[src/hdl/wtsf_pkg.sv]
// Package for the half / bfloat16 / byte to single-float widener.
// Holds the format selector codes and the field constants; no dependencies.
`timescale 1ns / 1ps
package wtsf_pkg;
  typedef enum logic [1:0] {
    ModeHalf  = 2'd0,
    ModeBf16  = 2'd1,
    ModeByte  = 2'd2,
    ModeNone  = 2'd3
  } mode_e;

  localparam logic [4:0]  HalfExpMax = 5'h1F;
  localparam logic [7:0]  BiasSingle = 8'd127;
  localparam logic [7:0]  BiasHalf   = 8'd15;
  localparam logic [31:0] SingleInf  = 32'h7F80_0000;
endpackage

[src/hdl/wtsf_convert.sv]
// Combinational widening of one 16-bit element to a single-float pattern.
// Depends on wtsf_pkg.
`timescale 1ns / 1ps
module wtsf_convert (
  input  wtsf_pkg::mode_e mode_i,
  input  logic [15:0]     raw_i,
  output logic [31:0]     single_bits_o
);
  logic [9:0]  man;
  logic [4:0]  ex;
  logic [3:0]  sh;
  logic [9:0]  man_norm;
  logic [7:0]  byte_v;
  logic [2:0]  p;
  logic [22:0] byte_man;
  logic [31:0] half_r;
  logic [31:0] byte_r;

  assign man    = raw_i[9:0];
  assign ex     = raw_i[14:10];
  assign byte_v = raw_i[7:0];

  // leading-one search over the subnormal mantissa
  always_comb begin
    sh = 4'd0;
    for (int i = 0; i < 10; i++) begin
      if (man[i]) sh = 4'(10 - i);
    end
  end

  always_comb begin
    p = 3'd0;
    for (int i = 0; i < 8; i++) begin
      if (byte_v[i]) p = 3'(i);
    end
  end

  assign man_norm = 10'(man << sh);
  assign byte_man = 23'({15'd0, byte_v} << (5'd23 - {2'd0, p}));

  always_comb begin
    if (ex == 5'd0) begin
      if (man == 10'd0) begin
        half_r = {raw_i[15], 31'd0};
      end else begin
        half_r = {raw_i[15],
                  8'(wtsf_pkg::BiasSingle - wtsf_pkg::BiasHalf + 8'd1 - {4'd0, sh}),
                  man_norm, 13'd0};
      end
    end else if (ex == wtsf_pkg::HalfExpMax) begin
      half_r = {raw_i[15], 31'd0} | wtsf_pkg::SingleInf | {9'd0, man, 13'd0};
    end else begin
      half_r = {raw_i[15],
                8'({3'd0, ex} - wtsf_pkg::BiasHalf + wtsf_pkg::BiasSingle),
                man, 13'd0};
    end
  end

  assign byte_r = (byte_v == 8'd0) ? 32'd0 :
                  {1'b0, 8'(wtsf_pkg::BiasSingle + {5'd0, p}), byte_man};

  always_comb begin
    unique case (mode_i)
      wtsf_pkg::ModeHalf: single_bits_o = half_r;
      wtsf_pkg::ModeBf16: single_bits_o = {raw_i, 16'd0};
      wtsf_pkg::ModeByte: single_bits_o = byte_r;
      default:            single_bits_o = 32'd0;
    endcase
  end
endmodule

[src/hdl/widen_to_single_float.sv]
// Top level of the single-float widener: input register, converter, result register.
// Depends on wtsf_pkg and wtsf_convert.
//
//   channel  signals                        direction
//   input    in_valid_i/in_stall_o, mode_i, raw_i        in
//   output   out_valid_o/out_stall_i, single_bits_o      out
//
// One item per clock when the output is not stalled; each item passes the input
// register, then the result register after the converter logic.
// Reset (rst_ni low, asynchronous) empties both stages; payload is not cleared.
// A stall at the output holds the result and backs up into the input stage;
// the input is stalled only while both stages are full and the output stalls.
`timescale 1ns / 1ps
module widen_to_single_float (
  input  logic        clk_i,
  input  logic        rst_ni,
  input  logic        in_valid_i,
  output logic        in_stall_o,
  input  logic [1:0]  mode_i,
  input  logic [15:0] raw_i,
  output logic        out_valid_o,
  input  logic        out_stall_i,
  output logic [31:0] single_bits_o
);
  logic            in_vld_q, out_vld_q;
  wtsf_pkg::mode_e mode_q;
  logic [15:0]     raw_q;
  logic [31:0]     res_d, res_q;
  logic            adv_out, adv_in;

  // advance the result stage when it is empty or being taken
  assign adv_out    = !out_vld_q || !out_stall_i;
  assign adv_in     = !in_vld_q || adv_out;
  assign in_stall_o = !adv_in;

  wtsf_convert u_convert (
    .mode_i        (mode_q),
    .raw_i         (raw_q),
    .single_bits_o (res_d)
  );

  always_ff @(posedge clk_i or negedge rst_ni) begin
    if (!rst_ni) begin
      in_vld_q  <= 1'b0;
      out_vld_q <= 1'b0;
    end else begin
      if (adv_in)  in_vld_q  <= in_valid_i;
      if (adv_out) out_vld_q <= in_vld_q;
    end
  end

  // payload registers: hold while stalled
  always_ff @(posedge clk_i) begin
    if (adv_in && in_valid_i) begin
      mode_q <= wtsf_pkg::mode_e'(mode_i);
      raw_q  <= raw_i;
    end
    if (adv_out && in_vld_q) res_q <= res_d;
  end

  assign out_valid_o   = out_vld_q;
  assign single_bits_o = res_q;

  // a stalled result must hold its value
  a_hold: assert property (@(posedge clk_i) disable iff (!rst_ni)
    out_valid_o && out_stall_i |=> out_valid_o && $stable(single_bits_o))
    else $error("result changed under stall");

  // input is stalled only when both stages are full
  a_stall: assert property (@(posedge clk_i) disable iff (!rst_ni)
    in_stall_o |-> in_vld_q && out_vld_q && out_stall_i)
    else $error("spurious input stall");

  // an accepted item reaches the result stage next cycle when output is free
  a_flow: assert property (@(posedge clk_i) disable iff (!rst_ni)
    in_vld_q && !(out_vld_q && out_stall_i) |=> out_valid_o)
    else $error("item lost between stages");
endmodule

[config.mk]
export PLATFORM = sky130hd
export DESIGN_NAME = widen_to_single_float
export DESIGN_NICKNAME = d
export VERILOG_FILES = /design/src/hdl/wtsf_pkg.sv /design/src/hdl/wtsf_convert.sv /design/src/hdl/widen_to_single_float.sv
export SDC_FILE = /design/constraint.sdc
export NUM_CORES = 1
export LEC_CHECK = 0
export BUFFER_PORTS_ARGS = -buffer_cell sky130_fd_sc_hd__clkbuf_2
export CAP_MARGIN = 20
export CORE_ASPECT_RATIO = 0.6
export CORE_MARGIN = 3
export CORE_UTILIZATION = 55
export DETAILED_ROUTE_END_ITERATION = 12
export GPL_TIMING_DRIVEN = 0
export PLACE_DENSITY = 0.78
export RECOVER_POWER = 100
export SLEW_MARGIN = 20
export SYNTH_ARGS = -nofsm -noshare
export SYNTH_HDL_FRONTEND = slang
export SYNTH_HIERARCHICAL = 1
export SYNTH_SLANG_ARGS = --single-unit
[constraint.sdc]
create_clock -name clk_i -period 3.8 [get_ports clk_i]
set_input_delay 1.14 -clock clk_i [delete_from_list [all_inputs] [get_ports clk_i]]
set_output_delay 1.14 -clock clk_i [all_outputs]
set_load 0.005 [all_outputs]
==> results.tsv <==
metric	value	unit
outcome	finished, final reports clean	
Cell Area, Synth	3231	µm²
Slew Limit Headroom	0.08050	
FILL cells	451	
Pwr per Cell Area	344.7	nW/µm²
critical path arrival	3.09	ns
Worst setup startpoint	raw_q[7]	
diode count	0	
R2R Setup Slk	0.76	ns
Port Buffers	55	
vias in the first global route	2651	
Post-Route Skew	0.005229	ns
sequential cell area	1551	µm²
Yosys warnings	6	
initial DRC count	428	
Required @ worst endpoint	3.85	ns
maxcap violations	0	
reg-to-reg startpoint	raw_q[7]	
Core Footprint	5355	µm²
Hold Vio Cnt, Final	0	
share of cells above drive strength 1	0.1746	
vias per inst	6.082	
ranking of synthesized cells by area	edfxtp_1, a21oi_1, nor2_1	
die area	6859	µm²
gr ovfl total	0	
clk sinks	52	
# Post-CTS Setup Buffers	0	
All-Layer GR Usage	0.2653	
Die X-Extent	104.9	µm
later-pin clock latency in the skew report	0.30	ns
H-tree levels	2	
CTS clk-pin slew, worst paths	0.09	ns
num rows	20	
Seq/Total Area, Yosys	0.4802	
post-DP HPWL	6.579	mm
TritonCTS Buffers	5	
Yosys reg bits	52	
Setup crit end kind	flop	
Clock Path Buffers	2	
final period utilization	0.7987	
first-pass GRT wire length	13.97	mm
total power	1.282	mW
I/O pin total	56	
Routed Antenna Nets	0	
Die Ht	65.37	µm
Post-Synthesis Cells	325	
WL/cell	18.02	µm
Synth area leader	edfxtp_1	
DR pass1 iterations	5	
Hold Crit Start	in_vld_q	
Synth top cells by count	edfxtp_1, nor2_1, nand2_1, a21oi_1, clkbuf_1	
nets@finish	428	
setup repair after global routing missed its margin	no	
Worst IR Drop VDD	0.2331	mV
EDFF count, synth	50	
Final Instance Area	3720	µm²
leakage	1.476	nW
Post-DP Area	3686	µm²
initial antenna violation count	0	
Synth async-reset ratio	0.03846	
final wirelength	8.615	mm
CTS tree	built	
critical-path maximum fanout	10	
Initial Util	0.6033	
min-delay worst type	flop to flop	
hold buffer count at CTS	0	
Tightest Pin Transition	1.367	ns
routability cong.	1.057	
element type at the critical path start	flop	
setup_tns	0	ns
Residual DRC	0	
Syn-to-layout area delta	15.14	%
crit path kind	flop to flop	
Vias	2907	
Root Buffer	clkbuf_8	
count leader, synth	edfxtp_1	
area of the multi-input gates	1446	µm²
pin count of the biggest net entering global routing	28	
syn_area_per_cell	9.940	µm²
final hold slack	0.5035	ns
post-synth cell types	65	
Final Setup Violations	0	
Final Max Tran Viols	0	
Synth top area share	0.4648	
Final Critical Period	3.035	ns
Post-synth top flop	edfxtp_1	
Post-CTS Resized	0	
f_max	329.5	MHz
## area by class of cell
cell class                      instances  share of cell area
Sequential cell                        52              0.4171
Multi-Input combinational cell        232              0.3888
Timing Repair Buffer                   56             0.07568
Buffer                                 36             0.05180
Tap cell                               77             0.02590
Clock buffer                            5             0.01850
Inverter                               17             0.01850
Clock inverter                          3            0.003700
## cells by family after synthesis
logic type | Yosys count | share of synthesized area
flip-flops | 52 | 0.4802
other | 1 | 0.001161
adder cells (fa/ha/maj) | 6 | 0.02324
AO/OA/AOI/OAI | 104 | 0.2223
AND/OR/NAND/NOR | 96 | 0.1526
multiplexers | 8 | 0.02556
buffers and inverters | 53 | 0.08133
XOR/XNOR | 5 | 0.01355
## cell usage in the layout (no fill, tap or decap), drive strengths merged, types with 8 or more instances in the layout
master  count
a21oi      23
buf        17
clkbuf     80
conb       13
edfxtp     50
inv        17
nand2      25
nor2       28
nor3        9
o21ai      18
o22ai       8
## worst max-delay path, cell delays in order (launching register included)
cell	delay [ns]
edfxtp_1	0.49
clkbuf_1	0.27
nor2_1	0.22
nand2_1	0.14
inv_1	0.17
nand2_1	0.16
o31ai_1	0.79
a211oi_1	0.16
a311o_1	0.37
## final timing paths
check / endpoint / cells past startpoint
worst max register to register: single_bits_o[22] / 8
min in group asynchronous: out_valid_o / 1
worst min-delay path: out_valid_o / 1
worst max-delay path: single_bits_o[22] / 8
max in group asynchronous: in_vld_q / 1
worst min register to register: out_valid_o / 1
## flip-flops by register name (all words and copies together) (netlist names)
register       count
in_vld_q           1
raw_q             16
out_valid_o        1
single_bits_o     32
mode_q             2
## routing by layer
layer  vias up  wire [µm]  track usage
li1       1344          -            -
met1      1331       3628       0.3830
met2       219       3576       0.3922
met3        13       1261      0.07949
met4         0        150      0.06874
met5         -          0            0
## power breakdown
group | internal (mW) | switching [mW] | total (mW) | leakage, nW
clock network | 0.125 | 0.166 | 0.291 | 0.0453
registers | 0.684 | 0.0222 | 0.707 | 0.507
logic | 0.111 | 0.174 | 0.284 | 0.924
total | 0.921 | 0.362 | 1.28 | 1.48
## per-stage QoR
stage	utilization	instances	setup slack, ns
floorplan	-	337	0.6641
global placement	0.6811	469	0.03602
detailed placement	0.6883	470	1.116
CTS	0.7037	478	1.088
global route	0.6946	478	0.5379
finish	0.6946	478	0.7648
No activity file was read; power rests on OpenSTA's default activity.
